$ cat config.mk
export PLATFORM = sky130hd
export DESIGN_NAME = nfp_front
export DESIGN_NICKNAME = d
export VERILOG_FILES = /design/src/hdl/nfp_pkg.sv /design/src/hdl/nfp_front.sv
export SDC_FILE = /design/constraint.sdc
export NUM_CORES = 2
export LEC_CHECK = 0
export BUFFER_PORTS_ARGS = -buffer_cell sky130_fd_sc_hd__buf_2
export CORE_UTILIZATION = 40
export DETAILED_ROUTE_END_ITERATION = 16
export HOLD_SLACK_MARGIN = 0.15
export PLACE_DENSITY = 0.65
export SYNTH_ARGS = -nofsm -noshare
export SYNTH_HDL_FRONTEND = slang
export SYNTH_SLANG_ARGS = --single-unit
$ cat constraint.sdc
create_clock -name clk -period 9.02 [get_ports clk]
set_clock_uncertainty 0.15 [all_clocks]
set_input_delay 0.451 -clock clk [delete_from_list [all_inputs] [get_ports clk]]
set_output_delay 0.451 -clock clk [all_outputs]
set_load 0.05 [all_outputs]
$ cat src/hdl/nfp_pkg.sv
// ----------------------------------------------------------------------------
// Newton fractal pixel package
// Shared widths, fixed-point constants, codes and types of the pixel engine.
// ----------------------------------------------------------------------------
package nfp_pkg;

	localparam int FRAC_BITS      = 28;
	localparam int COORD_BITS     = 12;
	localparam int PALETTE_LENGTH = 256;

	localparam int VW = FRAC_BITS + 12;
	localparam int MW = FRAC_BITS + 5;
	localparam int PW = 2 * MW;
	localparam int ZW = (COORD_BITS + 34 > VW) ? COORD_BITS + 34 : VW;
	localparam int QW = FRAC_BITS + 5;
	localparam int MV_W = 17;

	localparam logic [2:0] CFG_LEFT_REAL = 3'd0;
	localparam logic [2:0] CFG_TOP_IMAG  = 3'd1;
	localparam logic [2:0] CFG_STEP_REAL = 3'd2;
	localparam logic [2:0] CFG_STEP_IMAG = 3'd3;
	localparam logic [2:0] CFG_LIMIT     = 3'd4;

	function automatic logic [63:0] isqrt_c(input logic [127:0] x);
		logic [63:0] r;
		logic [63:0] c;
		r = '0;
		for (int b = 63; b >= 0; b--) begin
			c = r | (64'd1 << b);
			if ((128'(c) * 128'(c)) <= x) begin
				r = c;
			end
		end
		return r;
	endfunction

	localparam logic [127:0] HALF_ROOT_W = 128'(isqrt_c(128'd3 << (2 * FRAC_BITS - 2)));
	localparam logic [127:0] THR_W =
		((128'd1 << (2 * FRAC_BITS)) / 128'd100000000) + 128'd1;

	localparam logic signed [ZW-1:0] FX_ONE_Z   = ZW'(128'd1 << FRAC_BITS);
	localparam logic signed [ZW-1:0] FX_HALF_Z  = ZW'(128'd1 << (FRAC_BITS - 1));
	localparam logic signed [ZW-1:0] HALF_ROOT  = ZW'(HALF_ROOT_W);
	localparam logic signed [ZW-1:0] ESC_LIMIT  = ZW'(128'd1 << (FRAC_BITS + 1));
	localparam logic signed [VW-1:0] FX_ONE_V   = VW'(128'd1 << FRAC_BITS);
	localparam logic signed [VW-1:0] N2_LIMIT   = VW'(128'd1 << (FRAC_BITS + 2));
	localparam logic [QW-1:0]        QSAT       = QW'(128'd1 << (FRAC_BITS + 3));
	localparam logic [PW:0]          THR        = THR_W[PW:0];

	typedef enum logic [3:0] {
		S_IDLE, S_CHECK, S_MUL, S_NORM, S_DEN, S_DIVR, S_DIVI, S_ROOT, S_OUT
	} nfp_state_t;

	typedef enum logic [3:0] {
		M_RR, M_II, M_RI, M_ZRR, M_ZII, M_ZRI, M_ZIR, M_DRR, M_DII,
		M_NRD, M_NID, M_NIR, M_NRI, M_EX, M_EY
	} mop_t;

	typedef struct packed {
		logic signed [ZW-1:0] zr;
		logic signed [ZW-1:0] zi;
	} zpoint_t;

	typedef struct packed {
		logic        converged;
		logic [1:0]  root_index;
		logic [15:0] step_count;
		logic [7:0]  palette_index;
	} result_t;

endpackage

$ cat src/hdl/nfp_front.sv
// ----------------------------------------------------------------------------
// Pixel front end
// Takes pixel words and maps column and row onto a complex start point.
// ----------------------------------------------------------------------------
module nfp_front (
	input  logic                              clk,
	input  logic                              arst_n,
	input  logic                              in_valid,
	output logic                              in_ready,
	input  logic [nfp_pkg::COORD_BITS-1:0]    column,
	input  logic [nfp_pkg::COORD_BITS-1:0]    row,
	input  logic signed [31:0]                left_real,
	input  logic signed [31:0]                top_imag,
	input  logic [30:0]                       step_real,
	input  logic [30:0]                       step_imag,
	output logic                              push,
	output nfp_pkg::zpoint_t                  push_data,
	input  logic                              full
);

	localparam int ZW = nfp_pkg::ZW;

	logic                                   valid_s1;
	nfp_pkg::zpoint_t                       pt_s1;
	logic [nfp_pkg::COORD_BITS+30:0]        off_r;
	logic [nfp_pkg::COORD_BITS+30:0]        off_i;

	assign off_r     = column * step_real;
	assign off_i     = row * step_imag;
	assign push      = valid_s1 && !full;
	assign in_ready  = !valid_s1 || !full;
	assign push_data = pt_s1;

	always_ff @(posedge clk) begin
		if (in_valid && in_ready) begin
			pt_s1.zr <= ZW'(left_real) + $signed(ZW'(off_r));
			pt_s1.zi <= ZW'(top_imag) - $signed(ZW'(off_i));
		end
	end

	always_ff @(posedge clk or negedge arst_n) begin
		if (!arst_n) begin
			valid_s1 <= 1'b0;
		end else if (in_valid && in_ready) begin
			valid_s1 <= 1'b1;
		end else if (push) begin
			valid_s1 <= 1'b0;
		end
	end

endmodule

==> results.txt <==
hold path depth -> 3
adder-cell share of the synthesized area -> 0.488
IO buf count -> 247
kind of cell adding the most delay to the critical path -> compound AO/OA/AOI/OAI gates
Worst Path Required -> 9.00 ns
hold endpoint -> valid_s1
clock tree from TritonCTS -> built
Hold Violations, Final -> 0
post-synthesis sequential area ratio -> 0.0899
Post-Layout Cell Count -> 4635
Yosys warning total -> 0
Chip Width -> 277 um
ratio of cells with drive above 1 in the final layout -> 0.0811
setup repair after global routing missed its margin -> false
placed inst area -> 32300 um2
mean post-synth cell area -> 8.54 um2
number of slew-limit violations in the final report -> 0
buffers from clock root to sink, at most -> 2
Clock Sinks -> 91
final period demand of the worst path -> 8.37 ns
beginning of the worst hold path -> full
syn_nets -> 4538
Post-layout nets -> 4642
cell depth of the worst flop-to-flop path -> 3
total global-route track usage -> 0.211
area of all placed cells without fillers -> 32600 um2
class of the tightest hold or removal check -> input port to register
FF-to-FF End -> push_data[77]
logic depth of the worst setup path including buffers -> 27
flip-flop cell with the highest count after synthesis -> sky130_fd_sc_hd__edfxtp_1
Detailed Place HPWL -> 66.6 mm
Worst Max-Slew Pin Slew -> 0.846 ns
CP max stage cell -> sky130_fd_sc_hd__a211oi_1
outcome -> finished clean
share of the synthesized area in compound gates (AO/OA/AOI/OAI) -> 0.110
placeable core region -> 74700 um2
global placement routability congestion -> 0.907
clock latency on the worst-skew pair -> 0.38 ns
Starting DRT DRC Count -> 1618
distinct cell type count of the synthesized netlist -> 60
fraction of synthesized cell area in xor and xnor cells -> 0.0439
Area Growth Syn to Fin -> 7.49%
Fmax -> 0.119 GHz
post-place setup slack -> 0.371 ns
clk root buf -> sky130_fd_sc_hd__clkbuf_16
gate count after technology mapping -> 3551
final-layout setup total negative slack -> 0 ns
via count of the first global-routing pass -> 24520
pin count of the biggest net entering global routing -> 61
CP arrival -> 8.35 ns
number of endpoints failing setup at the final stage -> 0
fill count -> 7374
reg2reg start -> valid_s1
Worst setup SP type -> input port
overall via count from detail_route -> 24223
Remaining DRCs -> 0
Async SR Flop Fraction -> 0.0110
remaining antenna violation count after routing -> 0
placement row count -> 100
Chip Height -> 277 um
Synth Area in Simple Gates -> 0.160
Worst Path Buf+Inv -> 4
starting density of the core -> 0.406
CTS HTree Levels -> 3
flop and latch count out of synthesis -> 91
number of iterations in the first detailed-routing pass -> 5
die outline area -> 76900 um2
Post-synth EDFFs -> 90
final period utilization -> 0.928
portion of netlist area occupied by mux cells -> 0
final routed wire length divided by cell count -> 17.1 um
cell count after placement -> 4611
first-pass GRT wire length -> 130 mm
delay of the slowest critical-path stage -> 0.65 ns
Max Cap Viol -> 0
worst setup slack for register-to-register paths -> 6.81 ns
crit-path max FO -> 31
via density per instance -> 5.23
worst relative slew slack -> 0.436
Routed Wire Length -> 79.5 mm
Setup crit end kind -> register
num ports -> 248
register clock-pin slew on the reported worst setup and hold paths -> 0.08 ns
total clock buffers created by CTS -> 9
library cell appearing most often on the critical path -> sky130_fd_sc_hd__fa_1
leftover overflow at the end of global routing -> 0
dominant combinational cell family by area after synthesis -> adder cells
netlist area before placement -> 30300 um2
initial antenna violation count -> 7
Worst Setup Path Type -> input port to register
post-route worst setup slack -> 0.649 ns
==> state kept, by name, summed over array words and instances (netlist names) <==
| register | cells |
|---|---|
| push_data | 90 |
| valid_s1 | 1 |
==> synthesized netlist by cell type (3+ instances only) <==
master | instances | share of area
sky130_fd_sc_hd__a211o_1 | 5 | 0.0014
sky130_fd_sc_hd__a211oi_1 | 25 | 0.0062
sky130_fd_sc_hd__a21o_1 | 82 | 0.020
sky130_fd_sc_hd__a21oi_1 | 175 | 0.029
sky130_fd_sc_hd__a221o_1 | 3 | 0.00099
sky130_fd_sc_hd__a221oi_1 | 7 | 0.0020
sky130_fd_sc_hd__a31o_2 | 3 | 0.00087
sky130_fd_sc_hd__a31oi_1 | 19 | 0.0039
sky130_fd_sc_hd__and2_1 | 200 | 0.041
sky130_fd_sc_hd__and3_1 | 17 | 0.0035
sky130_fd_sc_hd__and4_1 | 6 | 0.0017
sky130_fd_sc_hd__clkbuf_1 | 171 | 0.021
sky130_fd_sc_hd__edfxtp_1 | 90 | 0.089
sky130_fd_sc_hd__fa_1 | 582 | 0.38
sky130_fd_sc_hd__ha_1 | 251 | 0.10
sky130_fd_sc_hd__inv_1 | 704 | 0.087
sky130_fd_sc_hd__nand2_1 | 647 | 0.080
sky130_fd_sc_hd__nand2b_1 | 15 | 0.0031
sky130_fd_sc_hd__nand3_1 | 25 | 0.0041
sky130_fd_sc_hd__nand4_1 | 31 | 0.0064
sky130_fd_sc_hd__nor2_1 | 88 | 0.011
sky130_fd_sc_hd__nor2b_1 | 16 | 0.0033
sky130_fd_sc_hd__nor3_1 | 16 | 0.0026
sky130_fd_sc_hd__nor4_1 | 4 | 0.00082
sky130_fd_sc_hd__o211ai_1 | 9 | 0.0022
sky130_fd_sc_hd__o21a_1 | 17 | 0.0042
sky130_fd_sc_hd__o21ai_0 | 74 | 0.012
sky130_fd_sc_hd__o21ai_1 | 22 | 0.0036
sky130_fd_sc_hd__o21bai_1 | 35 | 0.0087
sky130_fd_sc_hd__o311ai_1 | 3 | 0.00087
sky130_fd_sc_hd__o31a_1 | 7 | 0.0020
sky130_fd_sc_hd__o31ai_1 | 13 | 0.0032
sky130_fd_sc_hd__or2_2 | 3 | 0.00062
sky130_fd_sc_hd__xnor2_1 | 98 | 0.028
sky130_fd_sc_hd__xor2_1 | 54 | 0.016
==> area by class of cell <==
class,count,area [um2],area share
Multi-Input combinational cell,2583,24300,0.746
Sequential cell,91,2730,0.0837
Inverter,704,2640,0.0810
Timing Repair Buffer,266,1380,0.0424
Tap cell,969,1210,0.0372
Clock buffer,9,225,0.00691
Clock inverter,7,91.3,0.00280
Antenna cell,6,15.0,0.000460
==> worst max path at each step <==
stage,start,endpoint
3_3_place_gp,column[6],push_data[90]
4_1_cts,column[6],push_data[90]
3_5_place_dp,column[6],push_data[90]
5_1_grt,column[6],push_data[90]
6_report,column[6],push_data[90]
2_1_floorplan,column[6],push_data[87]
==> stage by stage <==
stage                      util  hold WS (ns)
after global routing      0.436         0.216
after detailed placement  0.432        0.0777
after global placement    0.432        0.0759
final                     0.437         0.180
after CTS                 0.436         0.161
after floorplan               -       0.00541
==> logic make-up after synthesis <==
| logic type | count (synthesis) |
|---|---|
| compound gates | 525 |
| simple gates | 1073 |
| flops | 91 |
| buf+inv | 877 |
| fa+ha+maj | 833 |
| xor+xnor | 152 |
==> routing by layer <==
metal,wire length (um),share of wire,track usage
met1,35200,0.44,0.291
met2,37900,0.48,0.348
met3,4730,0.060,0.0292
met4,1710,0.021,0.0524
met5,34,0.00043,0
==> tightest hold or removal path, cell delays in order <==
cell and delay [ns]:
sky130_fd_sc_hd__buf_2 0.09, sky130_fd_sc_hd__nand2_1 0.07, sky130_fd_sc_hd__nand2b_1 0.07
==> what timing repair did <==
| item | 4_1_cts | 5_1_grt |
|---|---|---|
| hold buffers | 2 | 0 |
| gates resized for setup | 0 | 0 |
| buffers inserted | 0 | 0 |
| endpoints found under the hold margin | 2 | 0 |
==> cells in the final DEF (no fill, tap or decap), types with 5 or more instances in the layout <==
master	n
sky130_fd_sc_hd__a211o_1	5
sky130_fd_sc_hd__a211oi_1	25
sky130_fd_sc_hd__a21o_1	82
sky130_fd_sc_hd__a21oi_1	175
sky130_fd_sc_hd__a221oi_1	7
sky130_fd_sc_hd__a31oi_1	19
sky130_fd_sc_hd__and2_1	199
sky130_fd_sc_hd__and3_1	17
sky130_fd_sc_hd__and4_1	6
sky130_fd_sc_hd__buf_2	247
sky130_fd_sc_hd__buf_4	17
sky130_fd_sc_hd__clkbuf_16	9
sky130_fd_sc_hd__diode_2	6
sky130_fd_sc_hd__edfxtp_1	90
sky130_fd_sc_hd__fa_1	582
sky130_fd_sc_hd__ha_1	251
sky130_fd_sc_hd__inv_1	704
sky130_fd_sc_hd__nand2_1	647
sky130_fd_sc_hd__nand2b_1	15
sky130_fd_sc_hd__nand3_1	25
sky130_fd_sc_hd__nand4_1	31
sky130_fd_sc_hd__nor2_1	88
sky130_fd_sc_hd__nor2b_1	16
sky130_fd_sc_hd__nor3_1	16
sky130_fd_sc_hd__o211ai_1	9
sky130_fd_sc_hd__o21a_1	17
sky130_fd_sc_hd__o21ai_0	74
sky130_fd_sc_hd__o21ai_1	22
sky130_fd_sc_hd__o21bai_1	35
sky130_fd_sc_hd__o31a_1	7
sky130_fd_sc_hd__o31ai_1	13
sky130_fd_sc_hd__xnor2_1	98
sky130_fd_sc_hd__xor2_1	54
Power is not shown: default switching activity piles up to over one toggle a cycle in this logic, so the estimate is an artifact.
