File: src/hdl/nfp_pkg.sv
// ----------------------------------------------------------------------------
// Newton fractal pixel package
// Shared widths, fixed-point constants, codes and types of the pixel engine.
// ----------------------------------------------------------------------------
package nfp_pkg;

	localparam int FRAC_BITS      = 28;
	localparam int COORD_BITS     = 12;
	localparam int PALETTE_LENGTH = 256;

	localparam int VW = FRAC_BITS + 12;
	localparam int MW = FRAC_BITS + 5;
	localparam int PW = 2 * MW;
	localparam int ZW = (COORD_BITS + 34 > VW) ? COORD_BITS + 34 : VW;
	localparam int QW = FRAC_BITS + 5;
	localparam int MV_W = 17;

	localparam logic [2:0] CFG_LEFT_REAL = 3'd0;
	localparam logic [2:0] CFG_TOP_IMAG  = 3'd1;
	localparam logic [2:0] CFG_STEP_REAL = 3'd2;
	localparam logic [2:0] CFG_STEP_IMAG = 3'd3;
	localparam logic [2:0] CFG_LIMIT     = 3'd4;

	function automatic logic [63:0] isqrt_c(input logic [127:0] x);
		logic [63:0] r;
		logic [63:0] c;
		r = '0;
		for (int b = 63; b >= 0; b--) begin
			c = r | (64'd1 << b);
			if ((128'(c) * 128'(c)) <= x) begin
				r = c;
			end
		end
		return r;
	endfunction

	localparam logic [127:0] HALF_ROOT_W = 128'(isqrt_c(128'd3 << (2 * FRAC_BITS - 2)));
	localparam logic [127:0] THR_W =
		((128'd1 << (2 * FRAC_BITS)) / 128'd100000000) + 128'd1;

	localparam logic signed [ZW-1:0] FX_ONE_Z   = ZW'(128'd1 << FRAC_BITS);
	localparam logic signed [ZW-1:0] FX_HALF_Z  = ZW'(128'd1 << (FRAC_BITS - 1));
	localparam logic signed [ZW-1:0] HALF_ROOT  = ZW'(HALF_ROOT_W);
	localparam logic signed [ZW-1:0] ESC_LIMIT  = ZW'(128'd1 << (FRAC_BITS + 1));
	localparam logic signed [VW-1:0] FX_ONE_V   = VW'(128'd1 << FRAC_BITS);
	localparam logic signed [VW-1:0] N2_LIMIT   = VW'(128'd1 << (FRAC_BITS + 2));
	localparam logic [QW-1:0]        QSAT       = QW'(128'd1 << (FRAC_BITS + 3));
	localparam logic [PW:0]          THR        = THR_W[PW:0];

	typedef enum logic [3:0] {
		S_IDLE, S_CHECK, S_MUL, S_NORM, S_DEN, S_DIVR, S_DIVI, S_ROOT, S_OUT
	} nfp_state_t;

	typedef enum logic [3:0] {
		M_RR, M_II, M_RI, M_ZRR, M_ZII, M_ZRI, M_ZIR, M_DRR, M_DII,
		M_NRD, M_NID, M_NIR, M_NRI, M_EX, M_EY
	} mop_t;

	typedef struct packed {
		logic signed [ZW-1:0] zr;
		logic signed [ZW-1:0] zi;
	} zpoint_t;

	typedef struct packed {
		logic        converged;
		logic [1:0]  root_index;
		logic [15:0] step_count;
		logic [7:0]  palette_index;
	} result_t;

endpackage

File: src/hdl/nfp_queue.sv
// ----------------------------------------------------------------------------
// Start point queue
// Two-entry queue of start points between the front and the iteration engine.
// ----------------------------------------------------------------------------
module nfp_queue (
	input  logic             clk,
	input  logic             arst_n,
	input  logic             push,
	input  nfp_pkg::zpoint_t push_data,
	output logic             full,
	input  logic             pop,
	output nfp_pkg::zpoint_t pop_data,
	output logic             not_empty
);

	nfp_pkg::zpoint_t mem_q [2];
	logic             wp_q;
	logic             rp_q;
	logic [1:0]       count_q;

	assign full      = (count_q == 2'd2);
	assign not_empty = (count_q != 2'd0);
	assign pop_data  = mem_q[rp_q];

	always_ff @(posedge clk) begin
		if (push) begin
			mem_q[wp_q] <= push_data;
		end
	end

	always_ff @(posedge clk or negedge arst_n) begin
		if (!arst_n) begin
			wp_q    <= 1'b0;
			rp_q    <= 1'b0;
			count_q <= 2'd0;
		end else begin
			if (push) begin
				wp_q <= ~wp_q;
			end
			if (pop) begin
				rp_q <= ~rp_q;
			end
			count_q <= count_q + 2'(push) - 2'(pop);
		end
	end

endmodule

File: config.mk
export PLATFORM = sky130hd
export DESIGN_NAME = nfp_queue
export DESIGN_NICKNAME = d
export VERILOG_FILES = /design/src/hdl/nfp_pkg.sv /design/src/hdl/nfp_queue.sv
export SDC_FILE = /design/constraint.sdc
export NUM_CORES = 1
export LEC_CHECK = 0
export ABC_AREA = 0
export BUFFER_PORTS_ARGS = -buffer_cell sky130_fd_sc_hd__buf_4
export CORE_UTILIZATION = 35
export CTS_CLUSTER_SIZE = 8
export DETAILED_ROUTE_END_ITERATION = 8
export PLACE_DENSITY = 0.55
export REMOVE_ABC_BUFFERS = 1
export SYNTH_ARGS = -nofsm -noshare
export SYNTH_HDL_FRONTEND = slang
export SYNTH_SLANG_ARGS = --single-unit
File: constraint.sdc
create_clock -name clk -period 12 [get_ports clk]
set_input_delay 1.2 -clock clk [delete_from_list [all_inputs] [get_ports clk]]
set_output_delay 1.2 -clock clk [all_outputs]
set_load 0.01 [all_outputs]
==> flow_summary.json, run 1 <==
{
  "status": "finished clean",
  "cp-end-kind": "output port",
  "grt_setup_unrepaired": "no",
  "cp-start-kind": "register",
  "swShare_pct": 26.6,
  "avgViaCountPerCell": 4.34,
  "synthSimpleGateAreaFrac_pct": 0.351,
  "htreeDepth": 4,
  "switching_power_mw": 0.606,
  "grt_pass1_vias": 3491,
  "portBuffers": 189,
  "drv_slew": 0,
  "multi_input_area_um2": 1400,
  "crit_fanout": 49,
  "syn_area_um2": 7120,
  "wire_per_inst_um": 16.9,
  "die_area_um2": 20900,
  "fin_setup_tns_ns": 0,
  "cp_slowest_cell": "dfrtp_4",
  "antenna_found_initial": 0,
  "fp.dieH_um": 145,
  "ys_warn_count": 0,
  "grt_start_max_net_pins": 55,
  "cts_tree": "yes",
  "ant_nets": 0,
  "synth_most_common_cell": "edfxtp_1",
  "synth_xor_area_share_pct": 0.580,
  "power_frac_comb_pct": 30.5,
  "hold_viol": 0,
  "utilization_pct": 48.2,
  "io_pins": 190,
  "powerDensity_nw_per_um2": 240,
  "diodes": 0,
  "slew-limit-headroom_pct": 41.4,
  "ir_drop_v": 0.000129,
  "cpPeakStageDelay_ns": 0.94,
  "critPathRequiredTime_ns": 10.80,
  "area_growth_pct": 33.4,
  "numCtsBuffers": 17,
  "wirelength_um": 13200,
  "cp_cell_sequence": "buf_4 -> mux2_2 -> buf_4",
  "skew_ns": 0.00704,
  "seqPwrFrac_pct": 41.3,
  "synth_top_area_share_pct": 77.6,
  "drv_cap": 0,
  "synth.area.top_cells": "edfxtp_1, mux2_4, mux2_2, dfrtp_1, buf_6",
  "die_w_um": 145,
  "period_minus_slack_ns": 4.02,
  "drt_first_pass_iters": 4,
  "start_util_pct": 36.1,
  "grt-ovfl-total": 0,
  "max_freq_mhz": 249,
  "synth.area.mux_share_pct": 18.2,
  "p_int_mw": 1.67,
  "fill_cells": 1658,
  "synth_common_cells": "edfxtp_1, mux2_4, mux2_2",
  "cts_buffer_depth": 2,
  "synth-edff-count": 184,
  "synthFlopType": "edfxtp_1",
  "grt_usage_pct": 12.7,
  "final_nets": 601,
  "synth_cell_types": 14,
  "worstHoldPathType": "register to register",
  "gp_congestion": 0.679,
  "ys_async_sr_fraction_pct": 2.13,
  "num_vias": 3389,
  "syn_area_per_cell_um2": 23.7,
  "ys_seq_area_share_pct": 79.0,
  "synth_top_cell_by_area": "edfxtp_1",
  "clk_pin_slew_ns": 0.07,
  "drive_gt1_share_pct": 62.0,
  "p_clk_share_pct": 28.2,
  "drt_iter0_drc": 148,
  "dp_hpwl_um": 8520,
  "path_class": "register to output port",
  "post_cts_buffers": 0,
  "drc_errors": 0,
  "crit_family": "buffers and inverters",
  "seqCellArea_um2": 5630,
  "synth_fa_ha_area_share_pct": 0.351,
  "ys_ff_latch": 188,
  "worstPathArrival_ns": 2.82,
  "synth_top_family_by_area": "multiplexers",
  "synth-compound-area-share_pct": 0,
  "cts_resized": 0,
  "p_leak_nw": 3.76,
  "syn_inst": 301,
  "core_area_um2": 19700,
  "clk_latency_ns": 0.43,
  "clock_sinks": 188,
  "fin_crit_sh_pct": 33.5,
  "ctsHoldBuffers": 0,
  "rows": 51,
  "finalSetupViolations": 0,
  "crit_top_cell": "buf_4",
  "worst_pin_slew_ns": 0.880,
  "cp_num_buf_inv": 2,
  "grt_pass1_wl_um": 19000,
  "cts_root_buf": "clkbuf_16"
}
final timing paths:
kind                            depth (start not counted)                      to              from  slack [ns]
worst max-delay path                                    3            pop_data[83]  rp_q$_DFFE_PN0P_        7.98
worst min register to register                          1        wp_q$_DFFE_PN0P_  wp_q$_DFFE_PN0P_        0.55
min in group asynchronous                               1    count_q[1]$_DFF_PN0_            arst_n        0.56
worst max register to register                          2  mem_q[1][51]$_DFFE_PP_  wp_q$_DFFE_PN0P_        9.89
worst min-delay path                                    1        wp_q$_DFFE_PN0P_  wp_q$_DFFE_PN0P_        0.55
max in group asynchronous                               1        rp_q$_DFFE_PN0P_            arst_n       11.32
worst reg2reg max path, stage by stage (launching register included):
cell,delay [ns]
dfrtp_1,0.43
and2_4,0.55
buf_4,0.70
per-layer routing:
metal / track usage, % / vias up / part of all wire (%)
met5: 0 / - / 0
met4: 5.32 / 0 / 1.4
met3: 4.83 / 13 / 7.5
met2: 20.9 / 116 / 50
met1: 14.8 / 1668 / 41
li1: - / 1592 / -
per-stage QoR:
stage	instance area [um2]	worst slack [ns]	hold slack (ns)	cells	power, mW
after floorplan	7020	6.24	0.455	291	1.40
after global placement	8820	8.37	0.530	749	1.66
after detailed placement	8820	8.37	0.542	749	1.67
after CTS	9500	7.88	0.536	781	2.32
after global routing	9500	7.82	0.539	781	2.38
final	9500	7.98	0.552	781	2.28
sequential cells by signal, indices dropped and copies added (netlist names):
register and flops:
count_q 2, mem_q 184, rp_q 1, wp_q 1
logic make-up (layout without fill, tap and decap cells):
kind of cell / after synthesis / after routing
fa+ha+maj: 2 / 2
xor+xnor: 3 / 3
flops: 188 / 188
mux: 92 / 92
buf+inv: 12 / 227
simple gates: 4 / 4
placed cells by master (no fill, tap or decap), drive strengths merged:
master / Yosys / routed
clkinv: 0 / 3
clkinvlp: 0 / 1
buf: 10 / 193
xor2: 2 / 2
inv: 2 / 5
and2: 1 / 1
clkbuf: 0 / 19
nor2b: 2 / 2
mux2: 92 / 92
dfrtp: 4 / 4
or2: 1 / 1
xor3: 1 / 1
ha: 2 / 2
edfxtp: 184 / 184
bufinv: 0 / 6
power by group through the flow:
stage / registers [mW] / clock network, mW / logic, mW
after floorplan: 0.982 / 0 / 0.421
after global placement: 0.953 / 0 / 0.708
after detailed placement: 0.960 / 0 / 0.712
after CTS: 0.947 / 0.657 / 0.714
after global routing: 0.956 / 0.680 / 0.748
final: 0.942 / 0.642 / 0.694
layout make-up:
type	instances	share of cell area, %
inverter	2	0.0790
clock buffer	19	4.66
tap	265	3.49
clock inverter	13	2.50
timing repair buffer	193	15.3
multi-input combinational	101	14.7
sequential	188	59.3
Power figures use the tool's default switching activity.
==> run 2, diff against run 1 <==
- PLACE_DENSITY: 0.55 -> 0.57
- clock period: 12 -> 3.3 ns (I/O delays scaled with it)
==> flow_summary.json, run 2 (synthesis gave the netlist of run 1 again) <==
{
  "core_area_um2": 19700,
  "start_util_pct": 36.1,
  "clk_pin_slew_ns": 0.06,
  "r2r-start": "wp_q$_DFFE_PN0P_",
  "clk_latency_ns": 0.42,
  "ff2ff_setup_slack_ns": 1.55,
  "cp-end-kind": "output port",
  "cts_root_buf": "clkbuf_16",
  "wirelength_um": 12700,
  "avgViaCountPerCell": 4.37,
  "powerDensity_nw_per_um2": 838,
  "die_w_um": 145,
  "clock_sinks": 188,
  "fp.dieH_um": 145,
  "reg_top3": "mem_q (184), count_q (2)",
  "grt_setup_unrepaired": "no",
  "power_frac_comb_pct": 34.0,
  "post_cts_buffers": 0,
  "critPathRequiredTime_ns": 2.97,
  "final_common_cell": "buf_4",
  "final_nets": 603,
  "finalSetupViolations": 0,
  "rows": 51,
  "skew_ns": 0.00573,
  "ir_drop_v": 0.000626,
  "worstPathArrival_ns": 1.91,
  "p_int_mw": 5.76,
  "final_cell_mix": "buf_4, edfxtp_1, mux2_4, mux2_2, clkbuf_16",
  "dp_hpwl_um": 8260,
  "place_ws_ns": 1.46,
  "p_leak_nw": 3.72,
  "diodes": 0,
  "cp_cell_sequence": "buf_4 -> mux2_2 -> buf_4",
  "drv_cap": 0,
  "p_clk_share_pct": 24.4,
  "hp-start": "push_data[71]",
  "wire_per_inst_um": 16.3,
  "largest_reg_flops": 184,
  "num_vias": 3415,
  "max_freq_mhz": 446,
  "io_pins": 190,
  "drc_errors": 0,
  "path_class": "register to output port",
  "antenna_found_initial": 0,
  "drt_iter0_drc": 125,
  "numCtsBuffers": 17,
  "status": "finished clean",
  "die_area_um2": 20900,
  "crit_top_cell": "buf_4",
  "cp-start-kind": "register",
  "whs_endpoint": "mem_q[0][71]$_DFFE_PP_",
  "slew-limit-headroom_pct": 58.5,
  "swShare_pct": 27.1,
  "period_minus_slack_ns": 2.24,
  "top_register": "mem_q",
  "switching_power_mw": 2.14,
  "dp.cells": 750,
  "cts_tree": "yes",
  "grt_usage_pct": 12.5,
  "hold_viol": 0,
  "portBuffers": 189,
  "worstReg2RegEnd": "mem_q[1][33]$_DFFE_PP_",
  "ctsHoldBuffers": 1,
  "area_growth_pct": 32.4,
  "grt_pass1_wl_um": 19100,
  "worst_pin_slew_ns": 0.622,
  "htreeDepth": 4,
  "cp_slowest_cell": "buf_4",
  "whs_path_depth": 1,
  "drv_slew": 0,
  "grt-ovfl-total": 0,
  "rr_worst_depth": 2,
  "grt_start_max_net_pins": 59,
  "cts_buffer_depth": 2,
  "crit_fanout": 35,
  "worstHoldPathType": "input pin to register",
  "worst_slack_ns": 1.06,
  "cts_resized": 0,
  "fin_crit_sh_pct": 67.9,
  "drive_gt1_share_pct": 61.1,
  "gp_congestion": 0.690,
  "grt_pass1_vias": 3638,
  "seqPwrFrac_pct": 41.6,
  "drt_first_pass_iters": 4,
  "final_cells": 782,
  "cpPeakStageDelay_ns": 0.51,
  "ant_nets": 0
}
run 2: cell type report:
| cell class | count | area (um2) |
|---|---|---|
| Clock buffer | 19 | 433 |
| Clock inverter | 12 | 121 |
| Fill cell | 1664 | 10300 |
| Inverter | 2 | 7.51 |
| Multi-Input combinational cell | 101 | 1400 |
| Sequential cell | 188 | 5630 |
| Tap cell | 265 | 332 |
| Timing Repair Buffer | 195 | 1500 |
run 2: worst max-delay path: cells and delay by family (launching register included):
kind | cells | cell delay [ns]
buffers and inverters | 2 | 0.65
multiplexers | 1 | 0.40
flip-flops | 1 | 0.42
run 2: how the worst max path moves through the flow:
stage	startpoint	to	slack, ns
global placement	rp_q$_DFFE_PN0P_	pop_data[84]	1.49
finish	rp_q$_DFFE_PN0P_	pop_data[90]	1.06
global route	rp_q$_DFFE_PN0P_	pop_data[84]	0.96
CTS	rp_q$_DFFE_PN0P_	pop_data[90]	1.00
floorplan	wp_q$_DFFE_PN0P_	mem_q[0][0]$_DFFE_PP_	-1.73
detailed placement	rp_q$_DFFE_PN0P_	pop_data[90]	1.46
run 2: power groups by stage:
| stage | combinational, mW | sequential (mW) | clock [mW] |
|---|---|---|---|
| final | 2.68 | 3.29 | 1.93 |
| after global routing | 2.90 | 3.33 | 2.08 |
| after CTS | 2.76 | 3.29 | 2.00 |
| after detailed placement | 2.75 | 3.34 | 0 |
| after global placement | 2.73 | 3.32 | 0 |
| after floorplan | 1.53 | 3.57 | 0 |
run 2: metrics by stage:
stage	TNS (ns)	area, um2	utilization, %	hold slack (ns)	total power, mW
final	0	9430	47.8	0.0956	7.90
after global routing	0	9430	47.8	0.0705	8.31
after CTS	0	9430	47.8	0.0720	8.05
after detailed placement	0	8860	44.9	0.132	6.09
after global placement	0	8860	44.9	0.127	6.05
after floorplan	-212.78	7020	-	0.0344	5.10
run 2: routing by layer:
metal | vias to the layer above | track usage, % | routed length (um)
met3 | 11 | 5.30 | 1070
met2 | 116 | 20.7 | 6500
met4 | 0 | 5.04 | 155
met5 | - | 0 | 0
li1 | 1600 | - | -
met1 | 1688 | 14.3 | 5010
