File: config.mk
export PLATFORM = sky130hd
export DESIGN_NAME = nfp_back
export DESIGN_NICKNAME = d
export VERILOG_FILES = /design/src/hdl/nfp_pkg.sv /design/src/hdl/nfp_mul.sv /design/src/hdl/nfp_div.sv /design/src/hdl/nfp_back.sv
export SDC_FILE = /design/constraint.sdc
export NUM_CORES = 2
export LEC_CHECK = 0
export BUFFER_PORTS_ARGS = -buffer_cell sky130_fd_sc_hd__buf_2
export CAP_MARGIN = 10
export CORE_ASPECT_RATIO = 2
export CORE_UTILIZATION = 45
export CTS_CLUSTER_SIZE = 12
export DETAILED_ROUTE_END_ITERATION = 8
export HOLD_SLACK_MARGIN = 0.05
export PLACE_DENSITY = 0.6
export SYNTH_ARGS = -nofsm -noshare
export SYNTH_HDL_FRONTEND = slang
export SYNTH_SLANG_ARGS = --single-unit
File: constraint.sdc
create_clock -name clk -period 11 [get_ports clk]
set_clock_uncertainty 0.05 [all_clocks]
set_input_delay 1.65 -clock clk [delete_from_list [all_inputs] [get_ports clk]]
set_output_delay 1.65 -clock clk [all_outputs]
set_load 0.02 [all_outputs]
File: src/hdl/nfp_pkg.sv
// ----------------------------------------------------------------------------
// Newton fractal pixel package
// Shared widths, fixed-point constants, codes and types of the pixel engine.
// ----------------------------------------------------------------------------
package nfp_pkg;

	localparam int FRAC_BITS      = 28;
	localparam int COORD_BITS     = 12;
	localparam int PALETTE_LENGTH = 256;

	localparam int VW = FRAC_BITS + 12;
	localparam int MW = FRAC_BITS + 5;
	localparam int PW = 2 * MW;
	localparam int ZW = (COORD_BITS + 34 > VW) ? COORD_BITS + 34 : VW;
	localparam int QW = FRAC_BITS + 5;
	localparam int MV_W = 17;

	localparam logic [2:0] CFG_LEFT_REAL = 3'd0;
	localparam logic [2:0] CFG_TOP_IMAG  = 3'd1;
	localparam logic [2:0] CFG_STEP_REAL = 3'd2;
	localparam logic [2:0] CFG_STEP_IMAG = 3'd3;
	localparam logic [2:0] CFG_LIMIT     = 3'd4;

	function automatic logic [63:0] isqrt_c(input logic [127:0] x);
		logic [63:0] r;
		logic [63:0] c;
		r = '0;
		for (int b = 63; b >= 0; b--) begin
			c = r | (64'd1 << b);
			if ((128'(c) * 128'(c)) <= x) begin
				r = c;
			end
		end
		return r;
	endfunction

	localparam logic [127:0] HALF_ROOT_W = 128'(isqrt_c(128'd3 << (2 * FRAC_BITS - 2)));
	localparam logic [127:0] THR_W =
		((128'd1 << (2 * FRAC_BITS)) / 128'd100000000) + 128'd1;

	localparam logic signed [ZW-1:0] FX_ONE_Z   = ZW'(128'd1 << FRAC_BITS);
	localparam logic signed [ZW-1:0] FX_HALF_Z  = ZW'(128'd1 << (FRAC_BITS - 1));
	localparam logic signed [ZW-1:0] HALF_ROOT  = ZW'(HALF_ROOT_W);
	localparam logic signed [ZW-1:0] ESC_LIMIT  = ZW'(128'd1 << (FRAC_BITS + 1));
	localparam logic signed [VW-1:0] FX_ONE_V   = VW'(128'd1 << FRAC_BITS);
	localparam logic signed [VW-1:0] N2_LIMIT   = VW'(128'd1 << (FRAC_BITS + 2));
	localparam logic [QW-1:0]        QSAT       = QW'(128'd1 << (FRAC_BITS + 3));
	localparam logic [PW:0]          THR        = THR_W[PW:0];

	typedef enum logic [3:0] {
		S_IDLE, S_CHECK, S_MUL, S_NORM, S_DEN, S_DIVR, S_DIVI, S_ROOT, S_OUT
	} nfp_state_t;

	typedef enum logic [3:0] {
		M_RR, M_II, M_RI, M_ZRR, M_ZII, M_ZRI, M_ZIR, M_DRR, M_DII,
		M_NRD, M_NID, M_NIR, M_NRI, M_EX, M_EY
	} mop_t;

	typedef struct packed {
		logic signed [ZW-1:0] zr;
		logic signed [ZW-1:0] zi;
	} zpoint_t;

	typedef struct packed {
		logic        converged;
		logic [1:0]  root_index;
		logic [15:0] step_count;
		logic [7:0]  palette_index;
	} result_t;

endpackage

File: src/hdl/nfp_mul.sv
// ----------------------------------------------------------------------------
// Shared multiplier
// Magnitude product of two signed operands in two half-width passes.
// ----------------------------------------------------------------------------
module nfp_mul (
	input  logic                          clk,
	input  logic                          arst_n,
	input  logic                          start,
	input  logic signed [nfp_pkg::VW-1:0] a,
	input  logic signed [nfp_pkg::VW-1:0] b,
	output logic                          done,
	output logic [nfp_pkg::PW-1:0]        prod,
	output logic                          neg
);

	localparam int VW = nfp_pkg::VW;
	localparam int MW = nfp_pkg::MW;
	localparam int PW = nfp_pkg::PW;
	localparam int HB = (MW + 1) / 2;

	logic [VW-1:0]    am;
	logic [VW-1:0]    bm;
	logic [MW-1:0]    a_q;
	logic [MW-1:0]    b_q;
	logic [HB-1:0]    bsel;
	logic [MW+HB-1:0] pp;
	logic             busy_q;
	logic             ph_q;

	assign am   = a[VW-1] ? VW'(-a) : VW'(a);
	assign bm   = b[VW-1] ? VW'(-b) : VW'(b);
	assign bsel = ph_q ? HB'(b_q[MW-1:HB]) : b_q[HB-1:0];
	assign pp   = a_q * bsel;

	always_ff @(posedge clk) begin
		if (start) begin
			a_q <= am[MW-1:0];
			b_q <= bm[MW-1:0];
			neg <= a[VW-1] ^ b[VW-1];
		end else if (busy_q) begin
			if (!ph_q) begin
				prod <= PW'(pp);
			end else begin
				prod <= prod + (PW'(pp) << HB);
			end
		end
	end

	always_ff @(posedge clk or negedge arst_n) begin
		if (!arst_n) begin
			busy_q <= 1'b0;
			ph_q   <= 1'b0;
			done   <= 1'b0;
		end else if (start) begin
			busy_q <= 1'b1;
			ph_q   <= 1'b0;
			done   <= 1'b0;
		end else if (busy_q) begin
			ph_q   <= 1'b1;
			busy_q <= !ph_q;
			done   <= ph_q;
		end else begin
			done <= 1'b0;
		end
	end

endmodule

File: src/hdl/nfp_div.sv
// ----------------------------------------------------------------------------
// Shared divider
// Restoring fixed-point division, one quotient bit per cycle, saturated to 8.
// ----------------------------------------------------------------------------
module nfp_div (
	input  logic                          clk,
	input  logic                          arst_n,
	input  logic                          start,
	input  logic signed [nfp_pkg::VW-1:0] p,
	input  logic signed [nfp_pkg::VW-1:0] d,
	output logic                          done,
	output logic signed [nfp_pkg::VW-1:0] quot
);

	localparam int VW = nfp_pkg::VW;
	localparam int QW = nfp_pkg::QW;
	localparam int FB = nfp_pkg::FRAC_BITS;
	localparam int CW = $clog2(QW + 1);

	logic [VW-1:0] pm;
	logic          big;
	logic [VW-1:0] rem_q;
	logic [VW-1:0] d_q;
	logic [QW-1:0] sh_q;
	logic [QW-1:0] q_q;
	logic [CW-1:0] cnt_q;
	logic          busy_q;
	logic          sat_q;
	logic          neg_q;
	logic [VW:0]   t;
	logic [VW:0]   t_sub;
	logic          ge;
	logic [QW-1:0] m;

	assign pm    = p[VW-1] ? VW'(-p) : VW'(p);
	assign big   = {5'd0, pm} >= {d, 5'd0};
	assign t     = {rem_q, sh_q[QW-1]};
	assign t_sub = t - {1'b0, d_q};
	assign ge    = t >= {1'b0, d_q};
	assign m     = (sat_q || q_q > nfp_pkg::QSAT) ? nfp_pkg::QSAT : q_q;
	assign quot  = neg_q ? -$signed(VW'(m)) : $signed(VW'(m));

	always_ff @(posedge clk) begin
		if (start) begin
			d_q   <= d;
			neg_q <= p[VW-1];
			sat_q <= big;
			rem_q <= pm >> 5;
			sh_q  <= {pm[4:0], {FB{1'b0}}};
			q_q   <= '0;
		end else if (busy_q) begin
			rem_q <= ge ? t_sub[VW-1:0] : t[VW-1:0];
			sh_q  <= sh_q << 1;
			q_q   <= {q_q[QW-2:0], ge};
		end
	end

	always_ff @(posedge clk or negedge arst_n) begin
		if (!arst_n) begin
			busy_q <= 1'b0;
			cnt_q  <= '0;
			done   <= 1'b0;
		end else if (start) begin
			busy_q <= !big;
			done   <= big;
			cnt_q  <= CW'(QW);
		end else if (busy_q) begin
			cnt_q  <= cnt_q - 1'b1;
			busy_q <= (cnt_q != CW'(1));
			done   <= (cnt_q == CW'(1));
		end else begin
			done <= 1'b0;
		end
	end

endmodule

File: src/hdl/nfp_back.sv
// ----------------------------------------------------------------------------
// Newton iteration engine
// Runs the Newton steps of one start point on the shared units and holds the result.
// ----------------------------------------------------------------------------
module nfp_back (
	input  logic                  clk,
	input  logic                  arst_n,
	input  logic                  pt_valid,
	input  nfp_pkg::zpoint_t      pt,
	output logic                  pop,
	input  logic [15:0]           limit,
	output logic                  out_valid,
	input  logic                  out_ready,
	output nfp_pkg::result_t      result
);

	localparam int VW = nfp_pkg::VW;
	localparam int ZW = nfp_pkg::ZW;
	localparam int PW = nfp_pkg::PW;
	localparam int FB = nfp_pkg::FRAC_BITS;
	localparam int MV_W = nfp_pkg::MV_W;

	nfp_pkg::nfp_state_t state_q, state_d;
	nfp_pkg::mop_t       mop_q, mop_d;
	logic [1:0]          root_q, root_d;

	logic signed [ZW-1:0] zr_q, zi_q;
	logic signed [VW-1:0] prr_q, pii_q, pri_q;
	logic signed [VW-1:0] zrr_q, zii_q, zri_q, zir_q;
	logic signed [VW-1:0] ddr_q, ddi_q;
	logic signed [VW-1:0] nrd_q, nid_q, nir_q, nri_q;
	logic [PW-1:0]        ex2_q, ey2_q;
	logic [15:0]          it_q;
	logic                 conv_q;

	logic                 mul_start, mul_done, mul_neg;
	logic signed [VW-1:0] mul_a, mul_b;
	logic [PW-1:0]        mul_prod;
	logic                 div_start, div_done;
	logic signed [VW-1:0] div_p, div_q;

	logic [PW-FB-1:0]     fx_m;
	logic signed [VW-1:0] fx_mag, fx_res;
	logic signed [VW-1:0] z2r, z2i, dr, di, z3r, z3i, nr, ni, n2, dn, pr, pim;
	logic signed [ZW-1:0] ex, ey, azr, azi;
	logic                 esc, n2_bad, dn_bad, near;
	logic [MV_W-1:0]      mv;
	logic [7:0]           pal;

	assign fx_m   = mul_prod[PW-1:FB];
	assign fx_mag = $signed(VW'(fx_m)) + $signed(VW'(mul_neg && (|mul_prod[FB-1:0])));
	assign fx_res = mul_neg ? -fx_mag : fx_mag;

	assign z2r = prr_q - pii_q;
	assign z2i = pri_q <<< 1;
	assign dr  = z2r + (z2r <<< 1);
	assign di  = z2i + (z2i <<< 1);
	assign z3r = zrr_q - zii_q;
	assign z3i = zri_q + zir_q;
	assign nr  = z3r - nfp_pkg::FX_ONE_V;
	assign ni  = z3i;
	assign n2  = prr_q + pii_q;
	assign dn  = ddr_q + ddi_q;
	assign pr  = nrd_q + nid_q;
	assign pim = nir_q - nri_q;

	assign azr    = zr_q[ZW-1] ? -zr_q : zr_q;
	assign azi    = zi_q[ZW-1] ? -zi_q : zi_q;
	assign esc    = (azr > nfp_pkg::ESC_LIMIT) || (azi > nfp_pkg::ESC_LIMIT);
	assign n2_bad = (n2 > nfp_pkg::N2_LIMIT) || (n2 == '0);
	assign dn_bad = (dn == '0);
	assign near   = ({1'b0, ex2_q} + {1'b0, ey2_q}) < nfp_pkg::THR;

	assign mv  = MV_W'(root_q) * MV_W'(5) + MV_W'(it_q);
	assign pal = 8'(mv % MV_W'(nfp_pkg::PALETTE_LENGTH));

	always_comb begin
		ex = zr_q - nfp_pkg::FX_ONE_Z;
		ey = zi_q;
		unique case (root_d)
			2'd1: begin
				ex = zr_q + nfp_pkg::FX_HALF_Z;
				ey = zi_q - nfp_pkg::HALF_ROOT;
			end
			2'd2: begin
				ex = zr_q + nfp_pkg::FX_HALF_Z;
				ey = zi_q + nfp_pkg::HALF_ROOT;
			end
			default: begin
				ex = zr_q - nfp_pkg::FX_ONE_Z;
				ey = zi_q;
			end
		endcase
	end

	always_comb begin
		mul_a = zr_q[VW-1:0];
		mul_b = zr_q[VW-1:0];
		unique case (mop_d)
			nfp_pkg::M_RR:  begin mul_a = zr_q[VW-1:0]; mul_b = zr_q[VW-1:0]; end
			nfp_pkg::M_II:  begin mul_a = zi_q[VW-1:0]; mul_b = zi_q[VW-1:0]; end
			nfp_pkg::M_RI:  begin mul_a = zr_q[VW-1:0]; mul_b = zi_q[VW-1:0]; end
			nfp_pkg::M_ZRR: begin mul_a = z2r; mul_b = zr_q[VW-1:0]; end
			nfp_pkg::M_ZII: begin mul_a = z2i; mul_b = zi_q[VW-1:0]; end
			nfp_pkg::M_ZRI: begin mul_a = z2r; mul_b = zi_q[VW-1:0]; end
			nfp_pkg::M_ZIR: begin mul_a = z2i; mul_b = zr_q[VW-1:0]; end
			nfp_pkg::M_DRR: begin mul_a = dr; mul_b = dr; end
			nfp_pkg::M_DII: begin mul_a = di; mul_b = di; end
			nfp_pkg::M_NRD: begin mul_a = nr; mul_b = dr; end
			nfp_pkg::M_NID: begin mul_a = ni; mul_b = di; end
			nfp_pkg::M_NIR: begin mul_a = ni; mul_b = dr; end
			nfp_pkg::M_NRI: begin mul_a = nr; mul_b = di; end
			nfp_pkg::M_EX:  begin mul_a = ex[VW-1:0]; mul_b = ex[VW-1:0]; end
			nfp_pkg::M_EY:  begin mul_a = ey[VW-1:0]; mul_b = ey[VW-1:0]; end
			default:        begin mul_a = zr_q[VW-1:0]; mul_b = zr_q[VW-1:0]; end
		endcase
	end

	always_comb begin
		state_d   = state_q;
		mop_d     = mop_q;
		root_d    = root_q;
		mul_start = 1'b0;
		div_start = 1'b0;
		div_p     = pr;
		pop       = 1'b0;
		unique case (state_q)
			nfp_pkg::S_IDLE: begin
				if (pt_valid) begin
					pop     = 1'b1;
					state_d = nfp_pkg::S_CHECK;
				end
			end
			nfp_pkg::S_CHECK: begin
				if (it_q >= limit || esc) begin
					state_d = nfp_pkg::S_OUT;
				end else begin
					mop_d     = nfp_pkg::M_RR;
					mul_start = 1'b1;
					state_d   = nfp_pkg::S_MUL;
				end
			end
			nfp_pkg::S_MUL: begin
				if (mul_done) begin
					unique case (mop_q)
						nfp_pkg::M_RI:  state_d = nfp_pkg::S_NORM;
						nfp_pkg::M_DII: state_d = nfp_pkg::S_DEN;
						nfp_pkg::M_EY:  state_d = nfp_pkg::S_ROOT;
						nfp_pkg::M_NRI: begin
							div_start = 1'b1;
							div_p     = pr;
							state_d   = nfp_pkg::S_DIVR;
						end
						nfp_pkg::M_RR:  begin mop_d = nfp_pkg::M_II;  mul_start = 1'b1; end
						nfp_pkg::M_II:  begin mop_d = nfp_pkg::M_RI;  mul_start = 1'b1; end
						nfp_pkg::M_ZRR: begin mop_d = nfp_pkg::M_ZII; mul_start = 1'b1; end
						nfp_pkg::M_ZII: begin mop_d = nfp_pkg::M_ZRI; mul_start = 1'b1; end
						nfp_pkg::M_ZRI: begin mop_d = nfp_pkg::M_ZIR; mul_start = 1'b1; end
						nfp_pkg::M_ZIR: begin mop_d = nfp_pkg::M_DRR; mul_start = 1'b1; end
						nfp_pkg::M_DRR: begin mop_d = nfp_pkg::M_DII; mul_start = 1'b1; end
						nfp_pkg::M_NRD: begin mop_d = nfp_pkg::M_NID; mul_start = 1'b1; end
						nfp_pkg::M_NID: begin mop_d = nfp_pkg::M_NIR; mul_start = 1'b1; end
						nfp_pkg::M_NIR: begin mop_d = nfp_pkg::M_NRI; mul_start = 1'b1; end
						nfp_pkg::M_EX:  begin mop_d = nfp_pkg::M_EY;  mul_start = 1'b1; end
						default:        state_d = nfp_pkg::S_OUT;
					endcase
				end
			end
			nfp_pkg::S_NORM: begin
				if (n2_bad) begin
					state_d = nfp_pkg::S_OUT;
				end else begin
					mop_d     = nfp_pkg::M_ZRR;
					mul_start = 1'b1;
					state_d   = nfp_pkg::S_MUL;
				end
			end
			nfp_pkg::S_DEN: begin
				root_d = 2'd0;
				if (dn_bad) begin
					state_d = nfp_pkg::S_OUT;
				end else begin
					mop_d     = nfp_pkg::M_NRD;
					mul_start = 1'b1;
					state_d   = nfp_pkg::S_MUL;
				end
			end
			nfp_pkg::S_DIVR: begin
				if (div_done) begin
					div_start = 1'b1;
					div_p     = pim;
					state_d   = nfp_pkg::S_DIVI;
				end
			end
			nfp_pkg::S_DIVI: begin
				if (div_done) begin
					mop_d     = nfp_pkg::M_EX;
					mul_start = 1'b1;
					state_d   = nfp_pkg::S_MUL;
				end
			end
			nfp_pkg::S_ROOT: begin
				if (near) begin
					state_d = nfp_pkg::S_OUT;
				end else if (root_q == 2'd2) begin
					state_d = nfp_pkg::S_CHECK;
				end else begin
					root_d    = root_q + 2'd1;
					mop_d     = nfp_pkg::M_EX;
					mul_start = 1'b1;
					state_d   = nfp_pkg::S_MUL;
				end
			end
			nfp_pkg::S_OUT: begin
				if (!out_valid) begin
					state_d = nfp_pkg::S_IDLE;
				end
			end
			default: state_d = nfp_pkg::S_IDLE;
		endcase
	end

	always_ff @(posedge clk or negedge arst_n) begin
		if (!arst_n) begin
			state_q   <= nfp_pkg::S_IDLE;
			mop_q     <= nfp_pkg::M_RR;
			root_q    <= 2'd0;
			out_valid <= 1'b0;
		end else begin
			state_q <= state_d;
			mop_q   <= mop_d;
			root_q  <= root_d;
			if (state_q == nfp_pkg::S_OUT && !out_valid) begin
				out_valid <= 1'b1;
			end else if (out_ready) begin
				out_valid <= 1'b0;
			end
		end
	end

	always_ff @(posedge clk) begin
		unique case (state_q)
			nfp_pkg::S_IDLE: begin
				if (pt_valid) begin
					zr_q   <= pt.zr;
					zi_q   <= pt.zi;
					it_q   <= '0;
					conv_q <= 1'b0;
				end
			end
			nfp_pkg::S_MUL: begin
				if (mul_done) begin
					unique case (mop_q)
						nfp_pkg::M_RR:  prr_q <= fx_res;
						nfp_pkg::M_II:  pii_q <= fx_res;
						nfp_pkg::M_RI:  pri_q <= fx_res;
						nfp_pkg::M_ZRR: zrr_q <= fx_res;
						nfp_pkg::M_ZII: zii_q <= fx_res;
						nfp_pkg::M_ZRI: zri_q <= fx_res;
						nfp_pkg::M_ZIR: zir_q <= fx_res;
						nfp_pkg::M_DRR: ddr_q <= fx_res;
						nfp_pkg::M_DII: ddi_q <= fx_res;
						nfp_pkg::M_NRD: nrd_q <= fx_res;
						nfp_pkg::M_NID: nid_q <= fx_res;
						nfp_pkg::M_NIR: nir_q <= fx_res;
						nfp_pkg::M_NRI: nri_q <= fx_res;
						nfp_pkg::M_EX:  ex2_q <= mul_prod;
						nfp_pkg::M_EY:  ey2_q <= mul_prod;
						default:        prr_q <= fx_res;
					endcase
				end
			end
			nfp_pkg::S_DIVR: begin
				if (div_done) begin
					zr_q <= zr_q - ZW'(div_q);
				end
			end
			nfp_pkg::S_DIVI: begin
				if (div_done) begin
					zi_q <= zi_q - ZW'(div_q);
					it_q <= it_q + 16'd1;
				end
			end
			nfp_pkg::S_ROOT: begin
				if (near) begin
					conv_q <= 1'b1;
				end
			end
			nfp_pkg::S_OUT: begin
				if (!out_valid) begin
					result.converged     <= conv_q;
					result.root_index    <= conv_q ? root_q : 2'd0;
					result.step_count    <= it_q;
					result.palette_index <= conv_q ? pal : 8'd0;
				end
			end
			default: begin
			end
		endcase
	end

	nfp_mul u_mul (
		.clk    (clk),
		.arst_n (arst_n),
		.start  (mul_start),
		.a      (mul_a),
		.b      (mul_b),
		.done   (mul_done),
		.prod   (mul_prod),
		.neg    (mul_neg)
	);

	nfp_div u_div (
		.clk    (clk),
		.arst_n (arst_n),
		.start  (div_start),
		.p      (div_p),
		.d      (dn),
		.done   (div_done),
		.quot   (div_q)
	);

endmodule
==> out/summary.txt <==
Achievable Freq: 94.0 MHz
Total GRT Usage: 36.4%
Syn Inst Count: 10,653
Flops & latches, synth: 1,062
Core area: 217,000 µm²
Port bufs: 140
Final HPWL DP: 325,000 µm
Unique masters post-synth: 116
Multi-input logic area: 62,400 µm²
DR DRC count: 0
Mux contribution to synthesized area: 1.28%
Largest area contributor in the netlist: edfxtp_1
Synth Area in Adders: 20.8%
Class of the worst hold path: flip-flop to flip-flop
Starting DRT DRC Count: 6,150
Yosys top cell area share: 30.6%
Hold Crit Depth: 0
Hold Crit Endpoint: ey2_q[15]
Vias in the first global route: 88,876
FF-to-FF Start: zr_q[13]
Top-count cell post-synth: nand2_1
GRT overflow: 0
Nets: 12,515
Period utilization: 96.7%
Row cnt: 242
Leak Pwr: 45.6 nW
Hold_buf cts: 0
Hold Startpoint: u_mul.prod[15]
Commonest cells in the netlist: 1,152 x nand2_1, 1,002 x edfxtp_1, 947 x inv_1
Max-cap violations: 0
Layout cells sized above 1: 9.98%
EDFF count, synth: 1,002
Clk sinks: 1,062
Worst endpoint required time: 11,460 ps
P per Cell Area: 130 nW/µm²
Post-synth net total: 12,114
Die height: 663 µm
Initial core utilization: 45.3%
Yosys warns: 0
Io pins: 141
Synth Cell Area: 98,300 µm²
Final Util: 50.4%
Status: finished, final reports clean
Pwr Total: 14.3 mW
Global-route wire length before repair: 585,000 µm
Largest cells by area after synthesis: edfxtp_1 31%, ha_1 11%, fa_1 9.8%, nand2_1 4.4%, xnor2_1 4.0%
Final Hold Fails: 0
RR Endpoint: u_mul.b_q[26]
Largest family of logic cells by synthesized area: adder cells
Slowest cell on the critical path: nor4_1
Clock tree buffer depth: 3
GP Congestion: 1.07
Largest net degree at the start of global routing: 88
Worst-Margin Slew: 1340 ps
Simple-gate share of the synthesized area: 17.0%
Detail-routed via count per cell: 6.20
CP Class: flip-flop to flip-flop
Initial antenna violation count: 36
Sequential cell area: 31,400 µm²
Setup TNS: 0 ps
Root buffer cell: clkbuf_16
FF-to-FF path depth: 25
Drt pass-1 iters: 7
Detailed-route wire length: 407,000 µm
Sequential share of the synthesized area: 31.9%
CTS buffer count: 108
Max Slew Vio Count: 0
DRT antenna net count: 0
CP max stage delay: 980 ps
Drt wl/cell: 29.1 µm
CTS clk-pin slew, worst paths: 70 ps
Fillers: 20,142
Worst setup SP type: flip-flop
CTS tree: done
Clock Latency Late Sink: 800 ps
Dominant synthesized flop cell: edfxtp_1
Fin crit period: 10,640 ps
Final setup violation count: 0
Ys async rst share: 2.07%
Compound-Gate Fraction of Synth Area: 17.2%
H-tree Lvls: 3
Endpoint class of the critical path: flip-flop
Worst Path Max Fanout: 19
Mapped Avg Cell Area: 9.23 µm²
XOR/XNOR share of the synthesized area: 6.42%
Slew headroom: 10.5%
Area Overhead vs Synth: 11.4%
Total number of vias: 86,530
WP data arrival: 11,090 ps
Die Wd: 332 µm
R2R Setup Slk: 360 ps
Die area: 220,000 µm²
Peak supply drop: 0.146 mV
-- power breakdown --
part	total, mW	internal [mW]	leakage, nW	switching [mW]
clock network	3.76	2.02	1.65	1.74
registers	5.00	4.69	9.68	0.312
logic	5.51	2.12	34.3	3.38
-- layout by cell type, fill, tap and decap left out, drive strengths merged, types with 92 or more instances in the layout --
cell type,count
o21ai,572
and3,103
nor3,275
a211oi,100
nand2b,134
nor4,92
clkbuf,164
edfxtp,1002
ha,869
nor2,716
fa,480
nand3,259
xor2,274
or3,108
inv,954
a21o,212
buf,699
nand4,120
nand2,1154
nor2b,195
xnor2,447
a21oi,659
and2,125
o21bai,101
-- final cells by class --
type / count / area share (%)
Inverter: 957 / 3.29
Tap cell: 2806 / 3.21
Clock inverter: 32 / 0.403
Sequential cell: 1062 / 28.7
Multi-Input combinational cell: 8223 / 56.9
Timing Repair Buffer: 702 / 4.71
Clock buffer: 161 / 2.72
Antenna cell: 24 / 0.0548
-- worst max-delay path: cells and delay by family, from the launching register on --
kind | cells | cell delay [ps]
simple gates | 9 | 4450
mux | 1 | 200
xor+xnor | 2 | 540
flops | 1 | 600
buf+inv | 4 | 1050
compound gates | 9 | 3380
-- worst max-delay path by stage --
stage,from,to,slack [ps],depth (start not counted)
after floorplan,ex2_q[0],u_mul.a_q[32],650,41
after global placement,ex2_q[0],u_mul.a_q[32],-280,44
after detailed placement,ex2_q[0],u_mul.a_q[32],-270,45
after CTS,ex2_q[0],u_mul.a_q[32],50,46
after global routing,ex2_q[0],u_mul.a_q[32],-60,46
final,zr_q[13],u_mul.b_q[26],360,25
-- registers in the layout, summed over array words and instances, names as in the netlist, 46 cells and up --
signal and cells:
zr_q 46, ey2_q 66, u_mul.prod 66, ex2_q 66, zi_q 46
-- timing repair --
action | CTS | global route
resized for setup | 4 | 59
cloned | 0 | 0
pin swaps | 1 | 15
endpoints found under the setup margin | 7 | 84
buffers inserted | 1 | 6
-- cells by family (layout without fill, tap and decap cells) --
| family | Yosys count | count (layout) |
|---|---|---|
| AND/OR/NAND/NOR | 3459 | 3459 |
| AO/OA/AOI/OAI | 2574 | 2574 |
| buffers and inverters | 1368 | 1852 |
| adder cells (fa/ha/maj) | 1349 | 1349 |
| flip-flops | 1062 | 1062 |
| XOR/XNOR | 721 | 721 |
| multiplexers | 120 | 120 |
| other | 0 | 24 |
-- metrics by stage --
step	cell area (µm²)	instances	hold slack (ps)	setup slack [ps]
after floorplan	98300	10653	395	652
after global placement	106000	13737	409	-278
after detailed placement	106000	13739	413	-272
after CTS	109000	13933	425	51.2
after global routing	109000	13948	439	-60.4
final	110000	13967	421	364
-- routing by layer --
metal	vias up	global-route usage, %	part of all wire, %
met4	22	38.9	13
met5	-	0	0.037
met1	42507	33.2	31
li1	38914	-	-
met3	1586	6.57	5.4
met2	3501	65.1	51
Power figures use the tool's default switching activity.
